$ cat config.mk
export PLATFORM = sky130hd
export DESIGN_NAME = dpor_scale
export DESIGN_NICKNAME = d
export VERILOG_FILES = /design/src/hdl/disk_pair_overlap_resolver_top_defines.svh /design/src/hdl/dpor_pkg.sv /design/src/hdl/dpor_scale.sv
export SDC_FILE = /design/constraint.sdc
export NUM_CORES = 2
export LEC_CHECK = 0
export BUFFER_PORTS_ARGS = -buffer_cell sky130_fd_sc_hd__buf_2
export CELL_PAD_IN_SITES_DETAIL_PLACEMENT = 0
export CELL_PAD_IN_SITES_GLOBAL_PLACEMENT = 2
export CORE_ASPECT_RATIO = 0.7
export CORE_MARGIN = 5
export CORE_UTILIZATION = 46
export CTS_BUF_LIST = sky130_fd_sc_hd__clkbuf_2 sky130_fd_sc_hd__clkbuf_4 sky130_fd_sc_hd__clkbuf_8
export CTS_CLUSTER_SIZE = 16
export DETAILED_ROUTE_END_ITERATION = 8
export GPL_TIMING_DRIVEN = 0
export PLACE_DENSITY = 0.87
export SYNTH_ARGS = -nofsm -noshare
export SYNTH_HDL_FRONTEND = slang
export SYNTH_SLANG_ARGS = --single-unit
export TNS_END_PERCENT = 10
$ cat constraint.sdc
create_clock -name clk -period 24.9 [get_ports clk]
set_clock_uncertainty 0.1 [all_clocks]
set_input_delay 4.98 -clock clk [delete_from_list [all_inputs] [get_ports clk]]
set_output_delay 4.98 -clock clk [all_outputs]
set_load 0.005 [all_outputs]
$ cat src/hdl/disk_pair_overlap_resolver_top_defines.svh
// Assertion macros shared by the resolver RTL.
`ifndef DISK_PAIR_OVERLAP_RESOLVER_TOP_DEFINES_SVH
`define DISK_PAIR_OVERLAP_RESOLVER_TOP_DEFINES_SVH
`ifndef SYNTHESIS
`define DPOR_ASSERT(lbl, clk, rst_n, cond) \
    lbl: assert property (@(posedge clk) disable iff (!rst_n) (cond)) \
        else $error("dpor check failed");
`define DPOR_ASSERT_IMPL(lbl, clk, rst_n, ante, cons) \
    lbl: assert property (@(posedge clk) disable iff (!rst_n) (ante) |-> (cons)) \
        else $error("dpor check failed");
`else
`define DPOR_ASSERT(lbl, clk, rst_n, cond)
`define DPOR_ASSERT_IMPL(lbl, clk, rst_n, ante, cons)
`endif
`endif

$ cat src/hdl/dpor_pkg.sv
`default_nettype none
package dpor_pkg;

    localparam int SqrtStages = 18;
    localparam int DivStages  = 18;

    localparam logic signed [23:0] POS_MAX = 24'sh7FFFFF;
    localparam logic signed [23:0] POS_MIN = 24'sh800000;

    // per-pair data carried alongside the arithmetic
    typedef struct packed {
        logic signed [23:0] x1;
        logic signed [23:0] y1;
        logic signed [23:0] x2;
        logic signed [23:0] y2;
        logic [16:0]        rsum;
        logic [16:0]        adx;
        logic [16:0]        ady;
        logic               dxneg;
        logic               dyneg;
        logic               fix1;
        logic               fix2;
        logic               ok;
    } side_t;

endpackage
`default_nettype wire

$ cat src/hdl/dpor_scale.sv
`default_nettype none
module dpor_scale (
    input  logic             clk,
    input  logic             rst_n,
    input  logic             in_valid,
    output logic             in_stall,
    input  dpor_pkg::side_t  in_side,
    input  logic [17:0]      in_dist,
    output logic             out_valid,
    input  logic             out_stall,
    output dpor_pkg::side_t  out_side,
    output logic [35:0]      nx,
    output logic [35:0]      ny,
    output logic [18:0]      den
);
    import dpor_pkg::*;

    logic v1_reg, v2_reg, v3_reg;
    logic en1, en2, en3;

    side_t       side1_reg, side1_next;
    logic [16:0] ad_reg;
    logic [17:0] dist1_reg;
    logic [18:0] gap_w;

    side_t       side2_reg;
    logic [33:0] px_reg, py_reg;
    logic [17:0] dist2_reg;

    side_t       side3_reg;
    logic [35:0] nx_reg, ny_reg;
    logic [18:0] den_reg;

    assign en3 = !v3_reg || !out_stall;
    assign en2 = !v2_reg || en3;
    assign en1 = !v1_reg || en2;
    assign in_stall = !en1;

    // overlap depth: radii sum minus distance
    assign gap_w = {2'b00, in_side.rsum} - {1'b0, in_dist};

    always_comb
    begin
        side1_next    = in_side;
        side1_next.ok = in_side.ok && !gap_w[18];
    end

    always_ff @(posedge clk or negedge rst_n)
    begin
        if (!rst_n)
        begin
            v1_reg <= 1'b0;
            v2_reg <= 1'b0;
            v3_reg <= 1'b0;
        end
        else
        begin
            if (en1) v1_reg <= in_valid;
            if (en2) v2_reg <= v1_reg;
            if (en3) v3_reg <= v2_reg;
        end
    end

    always_ff @(posedge clk)
    begin
        if (en1)
        begin
            side1_reg <= side1_next;
            ad_reg    <= side1_next.ok ? gap_w[16:0] : '0;
            dist1_reg <= in_dist;
        end
        if (en2)
        begin
            side2_reg <= side1_reg;
            px_reg    <= 34'(ad_reg) * 34'(side1_reg.adx);
            py_reg    <= 34'(ad_reg) * 34'(side1_reg.ady);
            dist2_reg <= dist1_reg;
        end
        if (en3)
        begin
            side3_reg <= side2_reg;
            if (side2_reg.fix1 || side2_reg.fix2)
            begin
                nx_reg <= {1'b0, px_reg, 1'b0} + {18'd0, dist2_reg};
                ny_reg <= {1'b0, py_reg, 1'b0} + {18'd0, dist2_reg};
            end
            else
            begin
                nx_reg <= {2'b00, px_reg} + {18'd0, dist2_reg};
                ny_reg <= {2'b00, py_reg} + {18'd0, dist2_reg};
            end
            den_reg <= {dist2_reg, 1'b0};
        end
    end

    assign out_valid = v3_reg;
    assign out_side  = side3_reg;
    assign nx        = nx_reg;
    assign ny        = ny_reg;
    assign den       = den_reg;

endmodule
`default_nettype wire

**Word-level counts from Yosys, hierarchy flattened**

Index checks and enable logic that the tools add are counted.
W data, S select, Z words.

- Register bits: 670
- Input port bits: 174
- Output and inout bits: 245
- Logic and storage cells: 67

- Multiplexer cells: 2
- Reduce and logical (&&, ||, !) cells: 11
- $mul: 2
- $add $sub $neg: 5

Operator list:

| operator | number |
|---|---|
| $add A35 B18 Y36 | 2 |
| $mux W36 | 2 |
| $add A34 B18 Y35 | 2 |
| $mul A17 B17 Y34 | 2 |
| $sub A17 B18 Y19 | 1 |
| $logic_not A1 Y1 | 6 |
| $logic_or A1 B1 Y1 | 4 |
| $logic_and A1 B1 Y1 | 1 |

**Longest topological paths before layout**

- Depth in word-level cells: 5
- Mapped depth: 24
- Depth with buffers taken out: 23

**Worst setup path after synthesis**

No wires, ideal clock.

- Kind: input-to-output
- Start: input port out_stall
- End: output port in_stall
- Arrival time: 11079 ps
- Buffers on the path: 0
- Data required time: 19820 ps
- Stages on the path: 2
- Slack: 8741 ps
- Path through: nand4_1 inv_1

- Word-level cells in the longest chain between the ends: 5

Ends and longest elaborated chain:

| element | line | RTL |
|---|---|---|
| start: declaration | dpor_scale.sv:10 | `input logic out_stall,` |
| $logic_not A1 Y1 | dpor_scale.sv:34 | `assign en3 = !v3_reg \|\| !out_stall;` |
| $logic_or A1 B1 Y1 | dpor_scale.sv:34 |  |
| $logic_or A1 B1 Y1 | dpor_scale.sv:35 | `assign en2 = !v2_reg \|\| en3;` |
| $logic_or A1 B1 Y1 | dpor_scale.sv:36 | `assign en1 = !v1_reg \|\| en2;` |
| $logic_not A1 Y1 | dpor_scale.sv:37 | `assign in_stall = !en1;` |
| end: declaration | dpor_scale.sv:6 | `output logic in_stall,` |

Every way passes these cells.

**Final worst setup path**

Ends and elaborated chain as after synthesis.

==> results.json <==
{
  "syn_nets": 4700,
  "viasPerCell": 5.18,
  "grt_pass1_wl_mm": 188,
  "slew_headroom_pct": 9.95,
  "pwr-share-comb_pct": 49.0,
  "port_buffers": 417,
  "drt_wl_total_mm": 125,
  "gp_congestion": 0.921,
  "area_growth_pct": 14.0,
  "multi_input_area_um2": 22400,
  "fill_cells": 8718,
  "syn_inst": 3770,
  "whs_path_depth": 0,
  "endpoint_kind": "output pin",
  "switching_share_pct": 41.1,
  "cts-resized-gates": 0,
  "clk_pin_slew_ns": 0.06,
  "core_um2": 97800,
  "worstSkewPairLatency_ns": 0.81,
  "crit_path_start_kind": "primary input",
  "hold_path_class": "register to register",
  "intPower_mw": 3.09,
  "cts_tree": "built",
  "dieArea_um2": 105000,
  "synth.distinct_cells": 96,
  "ff_latch_area_um2": 20100,
  "crit_required_ns": 19.82,
  "ys_ff_latch": 670,
  "overflow": 0,
  "io_pins": 419,
  "critPathKind": "primary input to output pin",
  "clkPwrFrac_pct": 18.3,
  "path_buf_inv": 11,
  "antenna_found_initial": 12,
  "route.detailed.drc": 0,
  "htree_num_levels": 3,
  "cp.depth": 12,
  "final_hold_viol_count": 0,
  "period_share_pct": 50.2,
  "path_cells": "buf_2, nand4_1, buf_8, buf_8, buf_8, buf_8, buf_8, buf_8, buf_8, buf_16, inv_1, buf_2",
  "status": "complete, no violations",
  "clock_path_buffers": 3,
  "tightest_slew_ns": 1.35,
  "yosysSeqAreaShare_pct": 44.5,
  "nets": 5241,
  "cts-root-buf": "clkbuf_8",
  "vias": 29600,
  "rsz0062_at_grt": "false",
  "track_usage_pct": 24.2,
  "ys_warn_count": 0,
  "cts_setup_buffers": 0,
  "cts.sinks": 670,
  "worst-path-max-fanout": 17,
  "rr_endpoint": "px_reg[33]",
  "power.net_switching_mw": 2.16,
  "min_from": "side1_reg[119]",
  "cp_data_arrival_time_ns": 7.43,
  "leakage_nw": 23.0,
  "drt_pass1_iterations": 7,
  "synth.area.top_cells": "edfxtp_1, fa_1, ha_1",
  "hpwl_mm": 99.4,
  "drtAntennaViolNets": 0,
  "wl_per_cell_um": 21.9,
  "reg2reg_setup_slack_ns": 16.78,
  "setup_slack_ns": 12.39,
  "ir_drop_v": 0.0000835,
  "row_count": 96,
  "synth_flop_cell": "edfxtp_1",
  "crit_slowest_cell": "nand4_1",
  "die_w_um": 385,
  "synth_edf_count": 667,
  "synth_top_cell_area_share_pct": 44.3,
  "netlist_area_um2": 45200,
  "initial_core_util_pct": 46.2,
  "grt_pass1_vias": 29700,
  "drt_iter0_markers": 2486,
  "grt_max_degree": 69,
  "hold_path_end": "side2_reg[119]",
  "avgSynthCellArea_um2": 12.0,
  "fp.dieH_um": 272,
  "reg2regPathDepth": 24,
  "drv_cap": 0,
  "pre_cts_ws_ns": 12.40,
  "numCtsBuffers": 101,
  "crit_top_cell": "buf_8",
  "fmax_mhz": 80.0,
  "yosys.area.top_type": "edfxtp_1",
  "final.min_clock_period_ns": 12.51,
  "drive_gt1_share_pct": 15.0,
  "report.final.slew_viol_count": 0,
  "r2r_start": "side1_reg[30]",
  "setup_viol": 0,
  "hold_buffers": 0,
  "max_stage_delay_ns": 0.57,
  "async_flop_share_pct": 0.448,
  "p_per_area_nw_per_um2": 102,
  "tns_ns": 0,
  "cpLargestDelayFamily": "buffers and inverters",
  "pwr-share-seq_pct": 32.7
}
## cells by family after synthesis
logic type                 count (synthesis)  share of synthesized area [%]
other                                      1                        0.00830
and+or+nand+nor                         1019                           11.0
buffers and inverters                    720                           6.01
adders and majority gates                756                           28.5
AOI/OAI and AO/OA                        449                           6.99
muxes                                     11                          0.247
xor gates and xnor gates                 144                           2.79
DFF                                      670                           44.5
## worst max-delay path by stage
stage	from	to	slack, ns
finish	out_stall	in_stall	12.39
global route	out_stall	in_stall	12.30
CTS	out_stall	in_stall	12.38
detailed placement	out_stall	in_stall	12.40
global placement	out_stall	in_stall	4.40
floorplan	out_stall	in_stall	8.74
## layer usage
metal,share of wire [%],global-route usage [%],vias to the layer above
met4,3.0,6.83,0
met2,42,34.6,1047
met1,46,36.2,14800
met3,8.9,6.76,173
met5,0,0,-
li1,-,-,13600
## through the flow
step                power [mW]  utilization, %  hold slack (ns)  std cells  area (um^2)
floorplan                 3.50               -            0.300       3770        45200
CTS                       5.26            52.7            0.294       5710        51500
global placement          4.29            50.0            0.300       5510        48900
finish                    5.25            52.7            0.294       5717        51500
global route              5.68            52.7            0.312       5717        51500
detailed placement        4.27            50.5            0.305       5531        49400
## power by group through the flow
stage	clock, mW	combinational [mW]	sequential [mW]
3_5_place_dp	0	2.54	1.73
6_report	0.963	2.57	1.71
3_3_place_gp	0	2.52	1.77
4_1_cts	0.990	2.56	1.71
5_1_grt	1.04	2.91	1.73
2_1_floorplan	0	1.81	1.68
## placed cells by master (no fill, tap or decap), types with 29 or more instances in the layout
master / n
nand2b_1: 35
nand2_1: 449
inv_1: 603
fa_1: 453
edfxtp_1: 667
clkbuf_8: 101
xnor2_1: 87
clkbuf_4: 29
nand3_1: 34
clkbuf_1: 106
nor2_1: 119
xor2_1: 57
a21o_1: 54
o21ai_0: 73
a21oi_1: 131
buf_2: 422
ha_1: 303
and2_1: 263
## cell usage after synthesis (5+ instances only)
library cell	number
a211oi_1	12
edfxtp_1	667
o22ai_1	8
o21bai_1	13
mux2i_1	10
xnor2_1	87
or3_1	9
xor2_1	57
and3_1	12
buf_2	5
or2_2	6
a31oi_1	13
nand2b_1	35
nand2_1	450
fa_1	453
o221ai_1	5
nor3_1	25
a21oi_1	131
and2_1	263
nor2_1	119
o211ai_1	9
inv_1	603
nand4_1	15
a211o_1	5
nand3_1	35
nor2b_1	17
o21ai_2	7
clkbuf_1	107
o31ai_1	9
o21ai_1	12
o21a_1	24
a21o_1	54
nor4_1	7
a21boi_0	5
ha_1	303
o21ai_0	73
## layout make-up
cell class / instances / share of cell area, %
tap: 1323 / 3.21
inverter: 603 / 4.39
antenna: 7 / 0.0340
multi-input combinational: 2380 / 43.4
timing repair buffer: 438 / 4.91
clock inverter: 49 / 0.984
clock buffer: 130 / 3.12
buffer: 117 / 0.882
sequential: 670 / 39.0
Note: power is estimated with default switching activity, not from simulation.
