## config.mk

```make
export PLATFORM = sky130hd
export DESIGN_NAME = dpor_front
export DESIGN_NICKNAME = d
export VERILOG_FILES = /design/src/hdl/disk_pair_overlap_resolver_top_defines.svh /design/src/hdl/dpor_pkg.sv /design/src/hdl/dpor_front.sv
export SDC_FILE = /design/constraint.sdc
export NUM_CORES = 2
export LEC_CHECK = 0
export BUFFER_PORTS_ARGS = -buffer_cell sky130_fd_sc_hd__buf_2
export CAP_MARGIN = 20
export CORE_MARGIN = 8
export CORE_UTILIZATION = 62
export CTS_CLUSTER_DIAMETER = 40
export DETAILED_ROUTE_END_ITERATION = 10
export GPL_TIMING_DRIVEN = 1
export HOLD_SLACK_MARGIN = 0.1
export PLACE_DENSITY = 0.82
export SETUP_SLACK_MARGIN = 0.15
export SYNTH_ARGS = -nofsm -noshare
export SYNTH_HDL_FRONTEND = slang
export SYNTH_SLANG_ARGS = --single-unit
```

## constraint.sdc

```tcl
create_clock -name clk -period 9.03 [get_ports clk]
set_clock_uncertainty 0.05 [all_clocks]
set_input_delay 1.806 -clock clk [delete_from_list [all_inputs] [get_ports clk]]
set_output_delay 1.806 -clock clk [all_outputs]
set_load 0.02 [all_outputs]
```

## src/hdl/disk_pair_overlap_resolver_top_defines.svh

```systemverilog
// Assertion macros shared by the resolver RTL.
`ifndef DISK_PAIR_OVERLAP_RESOLVER_TOP_DEFINES_SVH
`define DISK_PAIR_OVERLAP_RESOLVER_TOP_DEFINES_SVH
`ifndef SYNTHESIS
`define DPOR_ASSERT(lbl, clk, rst_n, cond) \
    lbl: assert property (@(posedge clk) disable iff (!rst_n) (cond)) \
        else $error("dpor check failed");
`define DPOR_ASSERT_IMPL(lbl, clk, rst_n, ante, cons) \
    lbl: assert property (@(posedge clk) disable iff (!rst_n) (ante) |-> (cons)) \
        else $error("dpor check failed");
`else
`define DPOR_ASSERT(lbl, clk, rst_n, cond)
`define DPOR_ASSERT_IMPL(lbl, clk, rst_n, ante, cons)
`endif
`endif

```

## src/hdl/dpor_pkg.sv

```systemverilog
`default_nettype none
package dpor_pkg;

    localparam int SqrtStages = 18;
    localparam int DivStages  = 18;

    localparam logic signed [23:0] POS_MAX = 24'sh7FFFFF;
    localparam logic signed [23:0] POS_MIN = 24'sh800000;

    // per-pair data carried alongside the arithmetic
    typedef struct packed {
        logic signed [23:0] x1;
        logic signed [23:0] y1;
        logic signed [23:0] x2;
        logic signed [23:0] y2;
        logic [16:0]        rsum;
        logic [16:0]        adx;
        logic [16:0]        ady;
        logic               dxneg;
        logic               dyneg;
        logic               fix1;
        logic               fix2;
        logic               ok;
    } side_t;

endpackage
`default_nettype wire

```

## src/hdl/dpor_front.sv

```systemverilog
`default_nettype none
module dpor_front (
    input  logic                clk,
    input  logic                rst_n,
    input  logic                in_valid,
    output logic                in_stall,
    input  logic signed [23:0]  first_x,
    input  logic signed [23:0]  first_y,
    input  logic [15:0]         first_radius,
    input  logic                first_fixed,
    input  logic                first_virtual,
    input  logic signed [23:0]  second_x,
    input  logic signed [23:0]  second_y,
    input  logic [15:0]         second_radius,
    input  logic                second_fixed,
    input  logic                second_virtual,
    output logic                out_valid,
    input  logic                out_stall,
    output dpor_pkg::side_t     out_side,
    output logic [35:0]         out_sumsq
);
    import dpor_pkg::*;

    logic v1_reg, v2_reg, v3_reg, v4_reg;
    logic en1, en2, en3, en4;

    logic signed [23:0] x1_reg, y1_reg, x2_reg, y2_reg;
    logic [16:0]        rsum_reg;
    logic               fix1_reg, fix2_reg, vir_reg;
    logic signed [24:0] dx_reg, dy_reg;

    side_t              side2_reg, side2_next;
    side_t              side3_reg;
    logic [33:0]        sqx_reg, sqy_reg;
    side_t              side4_reg;
    logic [35:0]        sum_reg;

    logic [24:0]        adx_w, ady_w;

    assign en4 = !v4_reg || !out_stall;
    assign en3 = !v3_reg || en4;
    assign en2 = !v2_reg || en3;
    assign en1 = !v1_reg || en2;
    assign in_stall = !en1;

    assign adx_w = dx_reg[24] ? 25'(-dx_reg) : 25'(dx_reg);
    assign ady_w = dy_reg[24] ? 25'(-dy_reg) : 25'(dy_reg);

    always_comb
    begin
        side2_next.x1    = x1_reg;
        side2_next.y1    = y1_reg;
        side2_next.x2    = x2_reg;
        side2_next.y2    = y2_reg;
        side2_next.rsum  = rsum_reg;
        side2_next.adx   = adx_w[16:0];
        side2_next.ady   = ady_w[16:0];
        side2_next.dxneg = dx_reg[24];
        side2_next.dyneg = dy_reg[24];
        side2_next.fix1  = fix1_reg;
        side2_next.fix2  = fix2_reg;
        // far pairs can never overlap: radii sum stays below 2^17
        side2_next.ok    = !vir_reg && (dx_reg != '0 || dy_reg != '0)
                           && (adx_w[24:17] == '0) && (ady_w[24:17] == '0);
    end

    always_ff @(posedge clk or negedge rst_n)
    begin
        if (!rst_n)
        begin
            v1_reg <= 1'b0;
            v2_reg <= 1'b0;
            v3_reg <= 1'b0;
            v4_reg <= 1'b0;
        end
        else
        begin
            if (en1) v1_reg <= in_valid;
            if (en2) v2_reg <= v1_reg;
            if (en3) v3_reg <= v2_reg;
            if (en4) v4_reg <= v3_reg;
        end
    end

    always_ff @(posedge clk)
    begin
        if (en1)
        begin
            x1_reg   <= first_x;
            y1_reg   <= first_y;
            x2_reg   <= second_x;
            y2_reg   <= second_y;
            rsum_reg <= {1'b0, first_radius} + {1'b0, second_radius};
            fix1_reg <= first_fixed;
            fix2_reg <= second_fixed;
            vir_reg  <= first_virtual || second_virtual;
            dx_reg   <= {second_x[23], second_x} - {first_x[23], first_x};
            dy_reg   <= {second_y[23], second_y} - {first_y[23], first_y};
        end
        if (en2)
            side2_reg <= side2_next;
        if (en3)
        begin
            side3_reg <= side2_reg;
            sqx_reg   <= 34'(side2_reg.adx) * 34'(side2_reg.adx);
            sqy_reg   <= 34'(side2_reg.ady) * 34'(side2_reg.ady);
        end
        if (en4)
        begin
            side4_reg <= side3_reg;
            sum_reg   <= {2'b00, sqx_reg} + {2'b00, sqy_reg};
        end
    end

    assign out_valid = v4_reg;
    assign out_side  = side4_reg;
    assign out_sumsq = sum_reg;

endmodule
`default_nettype wire

```

# After elaboration in Yosys (flattened, before gate mapping)
# Index checks and enable logic that the tools add are counted.
[classes]
n_addsub = 6
n_mul = 2
muxes = 2
reduce_logical = 20
[ops]
columns = ["operator", "count"]
rows = [
  ["multiplier 17 x 17 -> 34 bit", 2],
  ["2-to-1 mux 25 bit", 2],
  ["negation 25 bit", 2],
  ["nonzero test 25 bit", 2],
  ["subtractor 24 x 24 -> 25 bit", 2],
  ["adder 34 x 34 -> 35 bit", 1],
  ["adder 16 x 16 -> 17 bit", 1],
  ["zero test 8 bit", 2],
  ["zero test 1 bit", 7],
  ["logical OR 1 bit", 6],
  ["logical AND 1 bit", 3],
]
[word_totals]
regBits = 730
input_bits = 136
output_inout_bits = 190
wordCells = 83

# Depth between registers and ports, before layout
[logic_depth]
ltp_word = 6
mapped_depth = 25
depth_no_buf = 24

# Worst setup path before layout
# OpenSTA, ideal clock, no wires.
[synth_path]
kind = "input to output"
from = "in out_stall"
to = "out in_stall"
arrival_time_ps = 7120
required_time_ps = 7174
setup_slack_ps = 54
path_stages = 3
path_buffers = 0
path_cell_list = "and3_1 nand3_1 inv_1"
[synth_between]
elab_chain_len = 6
[synth_rtl]
columns = ["element", "line", "rtl"]
rows = [
  ["start: declaration", "dpor_front.sv:18", "input logic out_stall,"],
  ["zero test 1 bit", "dpor_front.sv:40", "assign en4 = !v4_reg || !out_stall;"],
  ["logical OR 1 bit", "dpor_front.sv:40", ""],
  ["logical OR 1 bit", "dpor_front.sv:41", "assign en3 = !v3_reg || en4;"],
  ["logical OR 1 bit", "dpor_front.sv:42", "assign en2 = !v2_reg || en3;"],
  ["logical OR 1 bit", "dpor_front.sv:43", "assign en1 = !v1_reg || en2;"],
  ["zero test 1 bit", "dpor_front.sv:44", "assign in_stall = !en1;"],
  ["end: declaration", "dpor_front.sv:6", "output logic in_stall,"],
]
# Every way passes these cells.

# Final worst setup path
[layout_path]
from = "reg side2_reg[26] in the netlist's numbering"
to = "reg sqx_reg[29], data pin"
[layout_between]
elab_chain_len = 1
[layout_rtl]
columns = ["element", "line", "rtl"]
rows = [
  ["start: declaration", "dpor_front.sv:32", "side_t side2_reg, side2_next;"],
  ["start signal: assignment", "dpor_front.sv:101", "side2_reg <= side2_next;"],
  ["multiplier 17 x 17 -> 34 bit", "dpor_front.sv:105", "sqx_reg <= 34'(side2_reg.adx) * 34'(side2_reg.adx);"],
  ["end signal: assignment", "dpor_front.sv:105", ""],
  ["end: declaration", "dpor_front.sv:34", "logic [33:0] sqx_reg, sqy_reg;"],
]
# Every way passes these cells.
# A chain may end at the register's enable or synchronous reset.

==> flow_summary.toml <==
[timing]
period_minus_slack_ns = 7.05
drv_slew = 0
hold_viol = 0
setup_viol = 0
whs_ns = 0.339
worst_slew_pin_slew_ns = 1.04
rsz0062_at_grt = "no"
setup-tns-final_ns = 0
fmax_mhz = 142
layout_setup_ws_ns = 1.98
slew_headroom_pct = 31.0
fin_crit_sh_pct = 78.1

[synthesis]
yosys.area.top_type_share_pct = 49.8
synth_cells = 3375
synthArstFlopShare_pct = 0.552
ys_seq_elements = 725
netlist_area_sq_um = 43500
synthFlopType = "edfxtp_1"
yosysSeqAreaShare_pct = 50.0
avgSynthCellArea_sq_um = 12.9
syn-num-nets = 4211
synth_warnings = 0
synth_cell_type_count = 71
synthTopCellsByArea = "edfxtp_1, fa_1, ha_1"
synth-edff-count = 721
yosys.area.top_type = "edfxtp_1"

[die]
initial_core_util_pct = 62.3
row_count = 97
die_h_um = 281
die_area_sq_um = 78900
boundaryPins = 326
fp.dieW_um = 281
core_sq_um = 69800

[clock_tree]
hold_buffers = 0
clock_latency_ns = 0.66
cts.sinks = 725
cts_root_buf = "clkbuf_16"
cts-resized-gates = 0
clkTransAtPathRegs_ns = 0.06
htree_levels = 3
cts-buffers-inserted = 91
cts_tree = "built"
postCtsSetupBuffers = 0
clk_path_buf_depth = 3

[worst_setup_path]
crit_arrival_ns = 7.36
rr_startpoint = "side2_reg[26]"
critical_path_required_ns = 9.33
start_kind = "flip-flop"
critPathMaxFanout = 18
critPathLaunch = "side2_reg[26]"
path_class = "flip-flop to flip-flop"
cp-end-kind = "flip-flop"

[global_routing]
overflow = 0
grt_pass1_vias = 28424
grt_usage_pct = 22.8
grt_max_degree = 161
grt_pass1_wl_um = 143000
antenna_found_initial = 4

[cells_and_area]
drive_gt1_share_pct = 13.2
n_fill_cell = 4617
final-seq-area_sq_um = 21800
nets = 4579
finalNonFillerCells = 4759
multi_input_area_sq_um = 19000
syn2layout_area_growth_pct = 13.5
insertedDiodeCount = 0

[route]
remaining_drc_errors = 0
first_iter_violations = 1692
wirelength_um = 88600
ant_nets = 0
vias = 26250
via_per_inst = 5.52
dr.pass1.iters = 8
wl_per_cell_um = 18.6

[min_path]
hold_class = "flip-flop to flip-flop"
hold_start = "side3_reg[97]"

[place]
dp_worst_setup_slack_ns = 2.06
io_buffers = 324
gp_congestion = 0.888
dp.final_hpwl_um = 64400
dpl.cell_count = 4590

[outcome]
status = "finished clean"

[flow_run]
drv_cap = 0
area by class of cell:
type                    instances  area share, %
inverters                     656           5.01
multi-input cells            1937           38.6
well taps                     940           2.38
clock inverters                62           1.64
flip-flops and latches        725           44.1
repair buffers                332           3.43
clock buffers                 107           4.86
cells by family after synthesis:
| logic type | synth area share, % |
|---|---|
| fa+ha+maj | 26.8 |
| mux | 0.0518 |
| buf+inv | 6.22 |
| flops | 50.0 |
| other cells | 0.00863 |
| compound gates | 5.97 |
| xor+xnor | 3.73 |
| simple gates | 7.22 |
final timing paths:
check / endpoint / slack (ns) / cells after the start
max reg2reg: sqx_reg[29] / 1.98 / 23
min: out_side[97] / 0.34 / 0
max in group asynchronous: v1_reg / 7.92 / 1
max: sqx_reg[29] / 1.98 / 23
min in group asynchronous: out_valid / 0.89 / 1
min reg2reg: out_side[97] / 0.34 / 0
cells in the mapped netlist (14+ instances only):
library cell,number
xor2_1,40
a21oi_1,119
o21a_1,20
ha_1,316
nand2_1,239
nand3_1,34
nor2_1,106
o21ai_0,90
edfxtp_1,721
clkbuf_1,53
fa_1,384
nand2b_1,28
a21o_1,54
nor3_1,30
inv_1,656
a211oi_1,14
nand4_1,14
and2_1,112
nor2b_1,29
xnor2_1,145
per-stage QoR:
step,cell area (sq um),util (%)
floorplan,43500,-
global placement,46100,66.1
detailed placement,46100,66.1
CTS,49300,70.7
global route,49300,70.7
finish,49300,70.7
critical path: stages, from the launching register on:
cell and delay [ns]:
edfxtp_1 0.79, and2_1 0.27, inv_1 0.08, fa_1 0.54, inv_1 0.06, fa_1 0.52
inv_1 0.05, fa_1 0.39, inv_1 0.08, fa_1 0.44, fa_1 0.56, inv_1 0.05
fa_1 0.47, inv_1 0.04, ha_1 0.36, a211oi_1 0.24, o21ai_0 0.12, o211ai_1 0.13
a21boi_0 0.45, o21ai_0 0.25, a21o_1 0.22, a21oi_1 0.26, nor3_1 0.09, a311o_1 0.28
per-layer routing:
layer | share of wire [%] | vias up | global-route usage [%]
li1 | - | 12046 | -
met1 | 38 | 13077 | 27.3
met2 | 52 | 896 | 40.9
met3 | 7.1 | 223 | 4.79
met4 | 3.1 | 8 | 7.77
met5 | 0.052 | - | 0
cells in the final DEF, fill, tap and decap left out, types with 92 or more instances in the layout:
| cell | count |
|---|---|
| a21oi_1 | 119 |
| and2_1 | 112 |
| buf_2 | 324 |
| clkbuf_16 | 92 |
| edfxtp_1 | 721 |
| fa_1 | 384 |
| ha_1 | 316 |
| inv_1 | 655 |
| nand2_1 | 237 |
| nor2_1 | 106 |
| xnor2_1 | 145 |
Power is left out: the tool's default activity adds up to more than one toggle a clock period on the data nets, which glitch-free logic cannot reach.
